File: src/rtl/amp_pkg.sv
// ----------------------------------------------------------------------------
// amp_pkg
// Shared types, register map and arithmetic helpers for the alpha mask
// apply and premultiply unit.
// ----------------------------------------------------------------------------
package amp_pkg;

  localparam int unsigned DimW      = 13;
  localparam int unsigned OffW      = 14;
  localparam int unsigned ChanW     = 8;
  localparam int unsigned RegIdxW   = 3;
  localparam int unsigned AddrW     = 5;
  localparam int unsigned DataW     = 32;
  localparam int unsigned DefMaxDim = 4096;

  typedef enum logic [RegIdxW-1:0] {
    RegImageWidth  = 3'd0,
    RegImageHeight = 3'd1,
    RegOffsetX     = 3'd2,
    RegOffsetY     = 3'd3,
    RegMaskWidth   = 3'd4,
    RegMaskHeight  = 3'd5,
    RegInvert      = 3'd6,
    RegPremultiply = 3'd7
  } reg_idx_t;

  typedef struct packed {
    logic [DimW-1:0] image_width;
    logic [DimW-1:0] image_height;
    logic [OffW-1:0] mask_offset_x;
    logic [OffW-1:0] mask_offset_y;
    logic [DimW-1:0] mask_width;
    logic [DimW-1:0] mask_height;
    logic            invert_enable;
    logic            premultiply_enable;
  } cfg_t;

  typedef struct packed {
    logic [ChanW-1:0] red;
    logic [ChanW-1:0] green;
    logic [ChanW-1:0] blue;
    logic [ChanW-1:0] alpha;
    logic             scale_en;
    logic             frame_end;
  } pix_t;

  // floor(x / 255) for x below 65280
  function automatic logic [ChanW-1:0] div255(input logic [2*ChanW-1:0] x);
    logic [2*ChanW:0] s;
    s = {1'b0, x} + {{(ChanW+1){1'b0}}, x[2*ChanW-1:ChanW]} + {{(2*ChanW){1'b0}}, 1'b1};
    return s[2*ChanW-1:ChanW];
  endfunction

  function automatic logic [ChanW-1:0] scale_chan(input logic [ChanW-1:0] c,
                                                  input logic [ChanW-1:0] a);
    logic [2*ChanW-1:0] p;
    p = {{ChanW{1'b0}}, c} * {{ChanW{1'b0}}, a};
    return div255(p);
  endfunction

endpackage

File: src/rtl/amp_cfg_regs.sv
// ----------------------------------------------------------------------------
// amp_cfg_regs
// APB-style configuration register file.
// ----------------------------------------------------------------------------
module amp_cfg_regs (
  input  logic                      clk,
  input  logic                      rst_n,
  input  logic                      psel,
  input  logic                      penable,
  input  logic                      pwrite,
  input  logic [amp_pkg::AddrW-1:0] paddr,
  input  logic [amp_pkg::DataW-1:0] pwdata,
  output logic [amp_pkg::DataW-1:0] prdata,
  output amp_pkg::cfg_t             cfg
);

  amp_pkg::cfg_t     cfg_r;
  amp_pkg::reg_idx_t idx;
  logic              wr_en;

  assign idx   = amp_pkg::reg_idx_t'(paddr[amp_pkg::AddrW-1:2]);
  assign wr_en = psel && penable && pwrite;
  assign cfg   = cfg_r;

  always_ff @(posedge clk) begin
    if (!rst_n) begin
      cfg_r.image_width        <= amp_pkg::DimW'(1);
      cfg_r.image_height       <= amp_pkg::DimW'(1);
      cfg_r.mask_offset_x      <= '0;
      cfg_r.mask_offset_y      <= '0;
      cfg_r.mask_width         <= '0;
      cfg_r.mask_height        <= '0;
      cfg_r.invert_enable      <= 1'b0;
      cfg_r.premultiply_enable <= 1'b0;
    end else if (wr_en) begin
      unique case (idx)
        amp_pkg::RegImageWidth:  cfg_r.image_width        <= pwdata[amp_pkg::DimW-1:0];
        amp_pkg::RegImageHeight: cfg_r.image_height       <= pwdata[amp_pkg::DimW-1:0];
        amp_pkg::RegOffsetX:     cfg_r.mask_offset_x      <= pwdata[amp_pkg::OffW-1:0];
        amp_pkg::RegOffsetY:     cfg_r.mask_offset_y      <= pwdata[amp_pkg::OffW-1:0];
        amp_pkg::RegMaskWidth:   cfg_r.mask_width         <= pwdata[amp_pkg::DimW-1:0];
        amp_pkg::RegMaskHeight:  cfg_r.mask_height        <= pwdata[amp_pkg::DimW-1:0];
        amp_pkg::RegInvert:      cfg_r.invert_enable      <= pwdata[0];
        amp_pkg::RegPremultiply: cfg_r.premultiply_enable <= pwdata[0];
        default: ;
      endcase
    end
  end

  always_comb begin
    prdata = '0;
    unique case (idx)
      amp_pkg::RegImageWidth:  prdata = {{(amp_pkg::DataW-amp_pkg::DimW){1'b0}}, cfg_r.image_width};
      amp_pkg::RegImageHeight: prdata = {{(amp_pkg::DataW-amp_pkg::DimW){1'b0}}, cfg_r.image_height};
      amp_pkg::RegOffsetX:     prdata = {{(amp_pkg::DataW-amp_pkg::OffW){1'b0}}, cfg_r.mask_offset_x};
      amp_pkg::RegOffsetY:     prdata = {{(amp_pkg::DataW-amp_pkg::OffW){1'b0}}, cfg_r.mask_offset_y};
      amp_pkg::RegMaskWidth:   prdata = {{(amp_pkg::DataW-amp_pkg::DimW){1'b0}}, cfg_r.mask_width};
      amp_pkg::RegMaskHeight:  prdata = {{(amp_pkg::DataW-amp_pkg::DimW){1'b0}}, cfg_r.mask_height};
      amp_pkg::RegInvert:      prdata = {{(amp_pkg::DataW-1){1'b0}}, cfg_r.invert_enable};
      amp_pkg::RegPremultiply: prdata = {{(amp_pkg::DataW-1){1'b0}}, cfg_r.premultiply_enable};
      default:                 prdata = '0;
    endcase
  end

endmodule

File: src/rtl/amp_window.sv
// ----------------------------------------------------------------------------
// amp_window
// Raster position tracking, mask window test and alpha selection; first
// pipeline register.
// ----------------------------------------------------------------------------
module amp_window #(
  parameter int unsigned MAX_DIM = amp_pkg::DefMaxDim
) (
  input  logic                      clk,
  input  logic                      rst_n,
  input  amp_pkg::cfg_t             cfg,
  input  logic                      in_valid,
  output logic                      in_ready,
  input  logic [amp_pkg::ChanW-1:0] red,
  input  logic [amp_pkg::ChanW-1:0] green,
  input  logic [amp_pkg::ChanW-1:0] blue,
  input  logic [amp_pkg::ChanW-1:0] mask_sample,
  output logic                      pix_valid,
  input  logic                      pix_ready,
  output amp_pkg::pix_t             pix
);

  localparam int unsigned CntW = $clog2(MAX_DIM);
  localparam int unsigned EffW = CntW + 1;
  localparam int unsigned ExtW = (EffW > amp_pkg::DimW) ? EffW : amp_pkg::DimW;
  localparam int unsigned SgnW = ExtW + 3;
  localparam logic signed [SgnW-1:0] SZero = '0;

  logic [CntW-1:0]        col_r, col_nxt;
  logic [CntW-1:0]        row_r, row_nxt;
  logic                   valid_r;
  amp_pkg::pix_t          pix_r, pix_nxt;
  logic                   accept;
  logic [ExtW-1:0]        w_ext, h_ext;
  logic [EffW-1:0]        w_eff, h_eff;
  logic signed [SgnW-1:0] x_lo, x_hi, y_lo, y_hi;
  logic signed [SgnW-1:0] off_x, off_y, pos_x, pos_y;
  logic                   in_win;
  logic [amp_pkg::ChanW-1:0] alpha;
  logic                   last_col, last_row;

  assign in_ready  = !valid_r || pix_ready;
  assign accept    = in_valid && in_ready;
  assign pix_valid = valid_r;
  assign pix       = pix_r;

  always_comb begin
    w_ext = {{(ExtW-amp_pkg::DimW){1'b0}}, cfg.image_width};
    h_ext = {{(ExtW-amp_pkg::DimW){1'b0}}, cfg.image_height};
    if (w_ext == '0) begin
      w_ext = ExtW'(1);
    end else if (w_ext > ExtW'(MAX_DIM)) begin
      w_ext = ExtW'(MAX_DIM);
    end
    if (h_ext == '0) begin
      h_ext = ExtW'(1);
    end else if (h_ext > ExtW'(MAX_DIM)) begin
      h_ext = ExtW'(MAX_DIM);
    end
    w_eff = w_ext[EffW-1:0];
    h_eff = h_ext[EffW-1:0];
  end

  always_comb begin
    off_x = {{(SgnW-amp_pkg::OffW){cfg.mask_offset_x[amp_pkg::OffW-1]}}, cfg.mask_offset_x};
    off_y = {{(SgnW-amp_pkg::OffW){cfg.mask_offset_y[amp_pkg::OffW-1]}}, cfg.mask_offset_y};
    pos_x = {{(SgnW-CntW){1'b0}}, col_r};
    pos_y = {{(SgnW-CntW){1'b0}}, row_r};
    x_lo  = (off_x > SZero) ? off_x : SZero;
    y_lo  = (off_y > SZero) ? off_y : SZero;
    x_hi  = off_x + {{(SgnW-amp_pkg::DimW){1'b0}}, cfg.mask_width};
    y_hi  = off_y + {{(SgnW-amp_pkg::DimW){1'b0}}, cfg.mask_height};
    if (x_hi > $signed({{(SgnW-EffW){1'b0}}, w_eff})) begin
      x_hi = {{(SgnW-EffW){1'b0}}, w_eff};
    end
    if (y_hi > $signed({{(SgnW-EffW){1'b0}}, h_eff})) begin
      y_hi = {{(SgnW-EffW){1'b0}}, h_eff};
    end
    in_win = (pos_x >= x_lo) && (pos_x < x_hi) && (pos_y >= y_lo) && (pos_y < y_hi);
  end

  always_comb begin
    alpha = '0;
    if (in_win) begin
      alpha = cfg.invert_enable ? ~mask_sample : mask_sample;
    end
    last_col = ({1'b0, col_r} + EffW'(1)) >= w_eff;
    last_row = ({1'b0, row_r} + EffW'(1)) >= h_eff;

    col_nxt = col_r + CntW'(1);
    row_nxt = row_r;
    pix_nxt.frame_end = 1'b0;
    if (last_col) begin
      col_nxt = '0;
      if (last_row) begin
        row_nxt = '0;
        pix_nxt.frame_end = 1'b1;
      end else begin
        row_nxt = row_r + CntW'(1);
      end
    end

    pix_nxt.red      = red;
    pix_nxt.green    = green;
    pix_nxt.blue     = blue;
    pix_nxt.alpha    = alpha;
    pix_nxt.scale_en = in_win && cfg.premultiply_enable && (alpha != {amp_pkg::ChanW{1'b1}});
  end

  always_ff @(posedge clk) begin
    if (!rst_n) begin
      col_r   <= '0;
      row_r   <= '0;
      valid_r <= 1'b0;
    end else if (accept) begin
      col_r   <= col_nxt;
      row_r   <= row_nxt;
      valid_r <= 1'b1;
    end else if (pix_ready) begin
      valid_r <= 1'b0;
    end
  end

  always_ff @(posedge clk) begin
    if (accept) begin
      pix_r <= pix_nxt;
    end
  end

endmodule

File: src/rtl/amp_premul.sv
// ----------------------------------------------------------------------------
// amp_premul
// Colour premultiply by alpha / 255 and result register.
// ----------------------------------------------------------------------------
module amp_premul (
  input  logic                      clk,
  input  logic                      rst_n,
  input  logic                      pix_valid,
  output logic                      pix_ready,
  input  amp_pkg::pix_t             pix,
  output logic                      out_valid,
  input  logic                      out_ready,
  output amp_pkg::pix_t             out_pix
);

  logic          valid_r;
  amp_pkg::pix_t res_r, res_nxt;
  logic          take;

  assign pix_ready = !valid_r || out_ready;
  assign take      = pix_valid && pix_ready;
  assign out_valid = valid_r;
  assign out_pix   = res_r;

  always_comb begin
    res_nxt = pix;
    if (pix.scale_en) begin
      res_nxt.red   = amp_pkg::scale_chan(pix.red, pix.alpha);
      res_nxt.green = amp_pkg::scale_chan(pix.green, pix.alpha);
      res_nxt.blue  = amp_pkg::scale_chan(pix.blue, pix.alpha);
    end
  end

  always_ff @(posedge clk) begin
    if (!rst_n) begin
      valid_r <= 1'b0;
    end else if (take) begin
      valid_r <= 1'b1;
    end else if (out_ready) begin
      valid_r <= 1'b0;
    end
  end

  always_ff @(posedge clk) begin
    if (take) begin
      res_r <= res_nxt;
    end
  end

endmodule

File: src/rtl/alpha_mask_apply_premultiply_unit.sv
// ----------------------------------------------------------------------------
// alpha_mask_apply_premultiply_unit
// Applies an alpha mask window to a raster pixel stream, with optional
// colour premultiply.
// ----------------------------------------------------------------------------
// Usage:
//   Input channel (in_valid/in_ready) carries one base pixel per transaction
//   in raster order, with the mask byte for its aligned position. The unit
//   counts column and row itself; out_frame_end marks the last pixel.
//   Output channel (out_valid/out_ready) carries one result per input.
//   APB port sets geometry and modes; write it only while the unit is idle.
//   Path: an accepted input passes the window stage register, then the
//   premultiply result register, before its result is valid.
//   Throughput: 1 pixel per cycle while out_ready is high.
//   Stall: with out_ready low both stages fill, then in_ready drops; nothing
//   is lost or repeated.
//   Reset (rst_n low, synchronous): pipeline empties, column and row return
//   to 0, registers take their reset values (1x1 image, empty mask window).
// ----------------------------------------------------------------------------
module alpha_mask_apply_premultiply_unit #(
  parameter int unsigned MAX_DIM = amp_pkg::DefMaxDim
) (
  input  logic                      clk,
  input  logic                      rst_n,
  input  logic                      psel,
  input  logic                      penable,
  input  logic                      pwrite,
  input  logic [amp_pkg::AddrW-1:0] paddr,
  input  logic [amp_pkg::DataW-1:0] pwdata,
  output logic [amp_pkg::DataW-1:0] prdata,
  output logic                      pready,
  input  logic                      in_valid,
  output logic                      in_ready,
  input  logic [amp_pkg::ChanW-1:0] in_red_in,
  input  logic [amp_pkg::ChanW-1:0] in_green_in,
  input  logic [amp_pkg::ChanW-1:0] in_blue_in,
  input  logic [amp_pkg::ChanW-1:0] in_mask_sample,
  output logic                      out_valid,
  input  logic                      out_ready,
  output logic [amp_pkg::ChanW-1:0] out_red_out,
  output logic [amp_pkg::ChanW-1:0] out_green_out,
  output logic [amp_pkg::ChanW-1:0] out_blue_out,
  output logic [amp_pkg::ChanW-1:0] out_alpha_out,
  output logic                      out_frame_end
);

  amp_pkg::cfg_t cfg;
  amp_pkg::pix_t pix;
  amp_pkg::pix_t res;
  logic          pix_valid;
  logic          pix_ready;

  assign pready = 1'b1;

  amp_cfg_regs u_cfg (
    .clk     (clk),
    .rst_n   (rst_n),
    .psel    (psel),
    .penable (penable),
    .pwrite  (pwrite),
    .paddr   (paddr),
    .pwdata  (pwdata),
    .prdata  (prdata),
    .cfg     (cfg)
  );

  amp_window #(
    .MAX_DIM (MAX_DIM)
  ) u_window (
    .clk         (clk),
    .rst_n       (rst_n),
    .cfg         (cfg),
    .in_valid    (in_valid),
    .in_ready    (in_ready),
    .red         (in_red_in),
    .green       (in_green_in),
    .blue        (in_blue_in),
    .mask_sample (in_mask_sample),
    .pix_valid   (pix_valid),
    .pix_ready   (pix_ready),
    .pix         (pix)
  );

  amp_premul u_premul (
    .clk       (clk),
    .rst_n     (rst_n),
    .pix_valid (pix_valid),
    .pix_ready (pix_ready),
    .pix       (pix),
    .out_valid (out_valid),
    .out_ready (out_ready),
    .out_pix   (res)
  );

  assign out_red_out   = res.red;
  assign out_green_out = res.green;
  assign out_blue_out  = res.blue;
  assign out_alpha_out = res.alpha;
  assign out_frame_end = res.frame_end;

endmodule

File: config.mk
export PLATFORM = sky130hd
export DESIGN_NAME = alpha_mask_apply_premultiply_unit
export DESIGN_NICKNAME = d
export VERILOG_FILES = /design/src/rtl/amp_pkg.sv /design/src/rtl/amp_cfg_regs.sv /design/src/rtl/amp_window.sv /design/src/rtl/amp_premul.sv /design/src/rtl/alpha_mask_apply_premultiply_unit.sv
export SDC_FILE = /design/constraint.sdc
export NUM_CORES = 1
export LEC_CHECK = 0
export BUFFER_PORTS_ARGS = -buffer_cell sky130_fd_sc_hd__buf_2
export CORE_MARGIN = 2
export CORE_UTILIZATION = 50
export CTS_BUF_LIST = sky130_fd_sc_hd__clkbuf_8 sky130_fd_sc_hd__clkbuf_16
export CTS_CLUSTER_SIZE = 20
export DETAILED_ROUTE_END_ITERATION = 6
export PLACE_DENSITY = 0.68
export SYNTH_ARGS = -nofsm -noshare
export SYNTH_HDL_FRONTEND = slang
export SYNTH_HIERARCHICAL = 1
export SYNTH_SLANG_ARGS = --single-unit
File: constraint.sdc
create_clock -name clk -period 10.3 [get_ports clk]
set_input_delay 1.545 -clock clk [delete_from_list [all_inputs] [get_ports clk]]
set_output_delay 1.545 -clock clk [all_outputs]
set_load 0.01 [all_outputs]
# ---- Word level (Yosys, flattened, before mapping)
# Index checks and enable logic that the tools add are counted.
# W data, S select, Z words.
dict set report totals {
  elab_cells 105
  regBits 175
  input_bits 76
}
dict set report op_classes {
  mux 19
  n_eq_ne 8
  n_bitwise 1
  order_cmp 12
  n_addsub 12
  reduce_logical 27
  n_mul 3
}
# op count
set ops {}
lappend ops {{$pmux W32 S8} 1}
lappend ops {{$mux W16} 4}
lappend ops {{$mux W13} 4}
lappend ops {{$add A16 B1 Y16 const B} 3}
lappend ops {{$add A16 B8 Y16} 3}
lappend ops {{$mul A8 B8 Y16} 3}
lappend ops {{$ge A13 B16 Y1} 2}
lappend ops {{$gt A16 B14 Y1} 2}
lappend ops {{$lt A13 B16 Y1} 2}
lappend ops {{$add A14 B14 Y15} 2}
lappend ops {{$gt A14 B1 Y1 const B} 2}
lappend ops {{$add A12 B1 Y13 const B} 2}
lappend ops {{$ge A13 B13 Y1} 2}
lappend ops {{$gt A13 B13 Y1 const B} 2}
lappend ops {{$logic_not A13 Y1} 2}
lappend ops {{$add A12 B1 Y12 const B} 2}
lappend ops {{$mux W12} 2}
lappend ops {{$mux W24} 1}
lappend ops {{$reduce_and A2 Y1} 9}
lappend ops {{$mux W8} 2}
lappend ops {{$eq A3 B3 Y1 const B} 4}
lappend ops {{$logic_and A1 B1 Y1} 9}
lappend ops {{$ne A8 B8 Y1 const B} 1}
lappend ops {{$not A8 Y8} 1}
lappend ops {{7 further kinds} 15}

# ---- Depth between registers and ports, before layout
# Gate-level depths: netlist (run 1).
dict set report depth {
  ltp_word 12
  mapped_depth 27
  mapped_depth_nobuf 26
}

# ---- Modules after synthesis
# Netlist (run 1), hierarchy kept.
# mod area_per_inst_um2 cells_each seq_area_each_um2 instances
set by_module_without_submodules {}
lappend by_module_without_submodules {amp_premul 9095.0 1011 1041.0 1}
lappend by_module_without_submodules {amp_window 6866.6 814 1521.5 1}
lappend by_module_without_submodules {amp_cfg_regs 3642.2 420 1641.6 1}
lappend by_module_without_submodules {alpha_mask_apply_premultiply_unit 11.3 2 0.0 1}

# ---- Worst setup path before layout (run 1)
# Ideal clock, no wire load.
dict set report synth_path {
  path_type {flip-flop to flip-flop}
  start {register u_window.pix_r (netlist bit u_window/pix[9])}
  end {register u_premul.res_r (netlist bit u_premul/out_pix[24]), data pin}
  setup_slack_ps 3835
  path_stages_with_launch 25
  path_buffers 1
  t_arrival_ps 6302
  synth_period_minus_slack_ps 6465
  required_ps 10137
  path_cell_list {edfxtp_1 clkbuf_1 nand2_1 fa_1 fa_1 inv_1 fa_1 inv_1 fa_1 inv_1 ha_1 a21oi_1 o21ai_0 a2111oi_0 o21a_1 nor2_1 ha_1 inv_1 o2111ai_1 mux2i_1 o31ai_1 a21oi_1 a211oi_2 mux2_2 o221ai_1}
}
# element line
set synth_lines {}
lappend synth_lines {{start, declared} amp_window.sv:32} ;# amp_pkg::pix_t pix_r, pix_nxt;
lappend synth_lines {{start signal, assigned} amp_window.sv:126} ;# pix_r <= pix_nxt;
lappend synth_lines {{end signal, assigned} amp_premul.sv:46} ;# res_r <= res_nxt;
lappend synth_lines {{end, declared} amp_premul.sv:17} ;# amp_pkg::pix_t res_r, res_nxt;

==> impl_metrics.env, run 1 <==
export IMPL_status="finished, final reports clean"
export IMPL_initial_core_util_pct=50.68
export IMPL_crit_required_ns=10.58
export IMPL_p_int_uw=1978
export IMPL_clock_fmax_ghz=0.1333
export IMPL_crit_fanout=25
export IMPL_grt_max_degree=89
export IMPL_finalSetupTns_ns=0
export IMPL_ios=144
export IMPL_final_min_clock_period_ns=7.503
export IMPL_syn_inst=2246
export IMPL_seqPwrFrac_pct=21.9
export IMPL_power_leakage_uw=0.009491
export IMPL_drt_iter0_drc=1239
export IMPL_setup_viol=0
export IMPL_hpwl_um=39670
export IMPL_cts_hold_buf=0
export IMPL_relSlewSlack_pct=24.35
export IMPL_worst_slack_ns=2.797
export IMPL_fin_util_pct=54.10
export IMPL_peakVddDrop_uv=136.3
export IMPL_power_frac_clock_pct=18.0
export IMPL_path_clk_slew_ns=0.07
export IMPL_p_sw_uw=1678
export IMPL_grt_pass1_wl_um=83650
export IMPL_place_area_mm2=0.02034
export IMPL_fp_dieW_um=201.9
export IMPL_row_count=72
export IMPL_start_kind="flop"
export IMPL_seqCellArea_mm2=0.004174
export IMPL_via_per_inst=5.984
export IMPL_post_cts_resized=0
export IMPL_met1_usage_pct=34.38
export IMPL_die_h_um=201.9
export IMPL_whs_ns=0.4281
export IMPL_drc=0
export IMPL_p_per_area_mw_per_mm2=174.8
export IMPL_core_area_mm2=0.03865
export IMPL_multi_input_comb_area_mm2=0.01422
export IMPL_synth_area_per_cell_um2=8.720
export IMPL_cp_arrival_ns=7.79
export IMPL_min_period_over_period_pct=72.85
export IMPL_grt_setup_unrepaired="no"
export IMPL_hold_viol=0
export IMPL_preCtsSetupSlack_ns=2.939
export IMPL_grt_util_met3_pct=2.741
export IMPL_design_area_mm2=0.02091
export IMPL_cts_setup_buffers=0
export IMPL_finalMaxSlewViolations=0
export IMPL_gr_usage_all_layers_pct=25.55
export IMPL_nets=2729
export IMPL_vias=16880
export IMPL_antenna_found_initial=1
export IMPL_wl_um=52170
export IMPL_io_buffer_count=104
export IMPL_cts_buffers=17
export IMPL_clk_path_buf_depth=2
export IMPL_ant_nets=0
export IMPL_hp_class="flop to flop"
export IMPL_gp_congestion=0.9486
export IMPL_grt_pass1_vias=16280
export IMPL_wire_per_inst_um=18.50
export IMPL_dr_pass1_iters=7
export IMPL_worst_setup_path_type="flop to flop"
export IMPL_n_antenna_cell=0
export IMPL_drive_gt1_share_pct=9.079
export IMPL_clock_sinks=175
export IMPL_p_comb_share_pct=60.1
export IMPL_cts_root_buf="clkbuf_16"
export IMPL_end_kind="flop"
export IMPL_use_met2_pct=42.72
export IMPL_die_area_mm2=0.04077
export IMPL_clkLatencyLatePin_ns=0.46
export IMPL_num_fill_cells=3548
export IMPL_cts_tree="built"
export IMPL_tightest_slew_ns=1.135
export IMPL_gr_total_overflow=0
export IMPL_final_cell_mix="253 x ha_1, 182 x inv_1, 173 x and2_1"
export IMPL_synth_area_mm2=0.01959
export IMPL_yosysWarnings=6
export IMPL_layout_cells_most_common="ha_1"
export IMPL_htree_levels=4
export IMPL_swShare_pct=45.90
export IMPL_syn2layout_area_growth_pct=6.759
export IMPL_busiest_layer="met2"
export IMPL_max_cap_viol_count=0
export IMPL_skew_ns=0.01250
==> cell type report <==
class	count	share of cell area, %
multi-input combinational	1797	68.03
clock buffer	17	2.035
inverter	185	3.333
tap	518	3.100
clock inverter	14	0.6762
sequential	175	19.96
timing repair buffer	114	2.860
==> metrics by stage <==
step | cells | total power [µW]
finish | 2820 | 3656
global route | 2820 | 3967
CTS | 2820 | 3647
detailed placement | 2789 | 2979
global placement | 2789 | 2913
floorplan | 2263 | 2535
==> power groups by stage <==
stage	Clock, µW	Sequential, µW	Combinational (µW)
2_1_floorplan	0	809	1730
3_3_place_gp	0	815	2100
3_5_place_dp	0	817	2160
4_1_cts	667	801	2180
5_1_grt	693	805	2470
6_report	656	801	2200
==> final timing paths <==
| path | startpoint | endpoint | slack, ns | depth (start not counted) |
|---|---|---|---|---|
| worst max-delay path | u_window/pix[5] | u_premul/out_pix[24] | 2.80 | 23 |
| worst min-delay path | u_window/pix[0] | u_premul/out_pix[0] | 0.43 | 0 |
| worst max register to register | u_window/pix[5] | u_premul/out_pix[24] | 2.80 | 23 |
| worst min register to register | u_window/pix[0] | u_premul/out_pix[0] | 0.43 | 0 |
==> per-layer routing <==
| metal | vias to the layer above | wire (µm) |
|---|---|---|
| met5 | - | 8 |
| met1 | 8139 | 23540 |
| li1 | 8085 | - |
| met3 | 90 | 2901 |
| met2 | 559 | 24390 |
| met4 | 2 | 1335 |
==> flip-flops by register name, indices dropped and copies added (netlist names) <==
name                count
u_premul/out_valid      1
u_window/pix           34
u_window/row_r         12
u_premul/out_pix       33
u_window/col_r         12
u_window/pix_valid      1
u_cfg/cfg              82
==> critical path, stage by stage, from the launching register on <==
cell	delay (ns)
edfxtp_1	0.98
nand2_1	0.17
fa_1	0.53
fa_1	0.49
inv_1	0.05
fa_1	0.52
inv_1	0.05
fa_1	0.52
inv_1	0.04
ha_1	0.35
a21oi_1	0.22
o21ai_0	0.26
a2111oi_0	0.67
o21a_1	0.33
nor2_1	0.11
ha_1	0.34
inv_1	0.06
o2111ai_1	0.19
mux2i_1	0.14
o31ai_1	0.26
a21oi_1	0.08
a211oi_2	0.47
mux2_2	0.39
o221ai_1	0.07
No activity file was read; power rests on OpenSTA's default activity.
==> inputs of run 2 (changes only) <==
- ABC_AREA: unset -> 1
- clock period: 10.3 -> 7.7 ns (I/O delays scaled with it)
==> impl_metrics.env, run 2 <==
export IMPL_status="finished, final reports clean"
export IMPL_slowest_delay_ns=0.82
export IMPL_place_area_mm2=0.02157
export IMPL_hold_viol=0
export IMPL_cpMaxStageDelayCell="edfxtp_1"
export IMPL_clk_path_buf_depth=2
export IMPL_crit_fanout=17
export IMPL_wl_met1_um=24010
export IMPL_vias=19410
export IMPL_grt_max_degree=85
export IMPL_drt_iter0_drc=1345
export IMPL_nets=3527
export IMPL_top_layer="met5"
export IMPL_gr_total_overflow=0
export IMPL_whs_ns=0.4367
export IMPL_hpwl_um=45140
export IMPL_timing_rr_end="u_premul/out_pix[25]"
export IMPL_wl_met2_um=27210
export IMPL_r2r_start="u_window/pix[6]"
export IMPL_ff2ff_path_depth=30
export IMPL_wire_per_inst_um=15.63
export IMPL_antenna_found_initial=5
export IMPL_fp_dieW_um=207.9
export IMPL_startpoint="u_window/pix[6]"
export IMPL_finalSetupTns_ns=0
export IMPL_ios=144
export IMPL_path_clk_slew_ns=0.08
export IMPL_largest_reg_flops=82
export IMPL_die_area_mm2=0.04321
export IMPL_final_cell_mix="815 x nand2_1, 550 x inv_1, 265 x nor2_1"
export IMPL_power_leakage_uw=0.01250
export IMPL_syn_inst=3056
export IMPL_row_count=74
export IMPL_ant_nets=0
export IMPL_start_kind="flop"
export IMPL_min_from="u_window/pix[0]"
export IMPL_end_kind="flop"
export IMPL_num_fill_cells=4039
export IMPL_clock_fmax_ghz=0.1560
export IMPL_crit_required_ns=7.92
export IMPL_cts_root_buf="clkbuf_16"
export IMPL_gr_usage_all_layers_pct=26.89
export IMPL_finalMaxSlewViolations=0
export IMPL_max_cap_viol_count=0
export IMPL_syn2layout_area_growth_pct=6.809
export IMPL_synth_area_mm2=0.02078
export IMPL_worst_setup_path_type="flop to flop"
export IMPL_hp_class="flop to flop"
export IMPL_cts_setup_buffers=0
export IMPL_gp_congestion=0.9488
export IMPL_holdPathEnd="u_premul/out_pix[0]"
export IMPL_clkLatencyLatePin_ns=0.49
export IMPL_p_per_area_mw_per_mm2=378.8
export IMPL_synth_area_per_cell_um2=6.801
export IMPL_worst_slack_ns=1.290
export IMPL_skew_ns=0.01435
export IMPL_cts_hold_buf=0
export IMPL_grt_pass1_vias=19590
export IMPL_io_buffer_count=104
export IMPL_relSlewSlack_pct=31.55
export IMPL_cts_tree="built"
export IMPL_reg2reg_slack_ns=1.29
export IMPL_cp_arrival_ns=6.63
export IMPL_core_area_mm2=0.04092
export IMPL_yosysWarnings=6
export IMPL_grt_pass1_wl_um=94900
export IMPL_preCtsSetupSlack_ns=1.360
export IMPL_drive_gt1_share_pct=7.836
export IMPL_design_area_mm2=0.02220
export IMPL_die_h_um=207.9
export IMPL_routed_wl_met3_um=3493
export IMPL_clock_sinks=175
export IMPL_total_power_uw=8409
export IMPL_drc=0
export IMPL_final_min_clock_period_ns=6.410
export IMPL_tightest_slew_ns=1.020
export IMPL_post_cts_resized=0
export IMPL_dr_pass1_iters=5
export IMPL_htree_levels=4
export IMPL_grt_setup_unrepaired="no"
export IMPL_crit_top_cell="nand2_1"
export IMPL_min_period_over_period_pct=83.25
export IMPL_peakVddDrop_uv=261.1
export IMPL_initial_core_util_pct=50.78
export IMPL_wl_um=56830
export IMPL_layout_cells_most_common="nand2_1"
export IMPL_setup_viol=0
export IMPL_whs_path_depth=0
export IMPL_cts_buffers=17
export IMPL_via_per_inst=5.340
[run 2: final cells by class]
cell class / instances / area (µm²) / area share [%]
Inverter: 572 / 2147 / 9.673
Multi-Input combinational cell: 2204 / 13960 / 62.88
Clock buffer: 19 / 464.2 / 2.091
Timing Repair Buffer: 118 / 625.6 / 2.818
Antenna cell: 2 / 5.005 / 0.02255
Sequential cell: 175 / 4174 / 18.80
Tap cell: 532 / 665.6 / 2.999
Clock inverter: 13 / 157.7 / 0.7102
[run 2: power breakdown]
part / switching [µW] / internal (µW)
registers: 94.1 / 1050
clock network: 442 / 491
logic: 4150 / 2170
[run 2: worst max path at each step]
stage | end | cells after the start
floorplan | u_premul/out_pix[25] | 31
global placement | u_premul/out_pix[17] | 27
detailed placement | u_premul/out_pix[25] | 30
CTS | u_premul/out_pix[25] | 30
global route | u_premul/out_pix[25] | 28
finish | u_premul/out_pix[25] | 30
[run 2: critical path: cells and delay by family (launching register included)]
kind / cells / cell delay (ns)
compound gates: 1 / 0.15
xor+xnor: 1 / 0.28
flops: 1 / 0.82
simple gates: 16 / 1.64
buf+inv: 6 / 0.41
fa+ha+maj: 6 / 2.85
[run 2: stage by stage]
stage	utilization (%)	instances
5_1_grt	54.23	3633
3_3_place_gp	52.71	3601
4_1_cts	54.23	3633
2_1_floorplan	-	3073
3_5_place_dp	52.71	3601
6_report	54.24	3635
[run 2: per-layer routing]
layer / track usage [%] / up-vias
met5: 0 / -
met4: 12.15 / 6
met3: 5.507 / 124
met2: 45.87 / 521
met1: 32.64 / 9105
li1: - / 9656
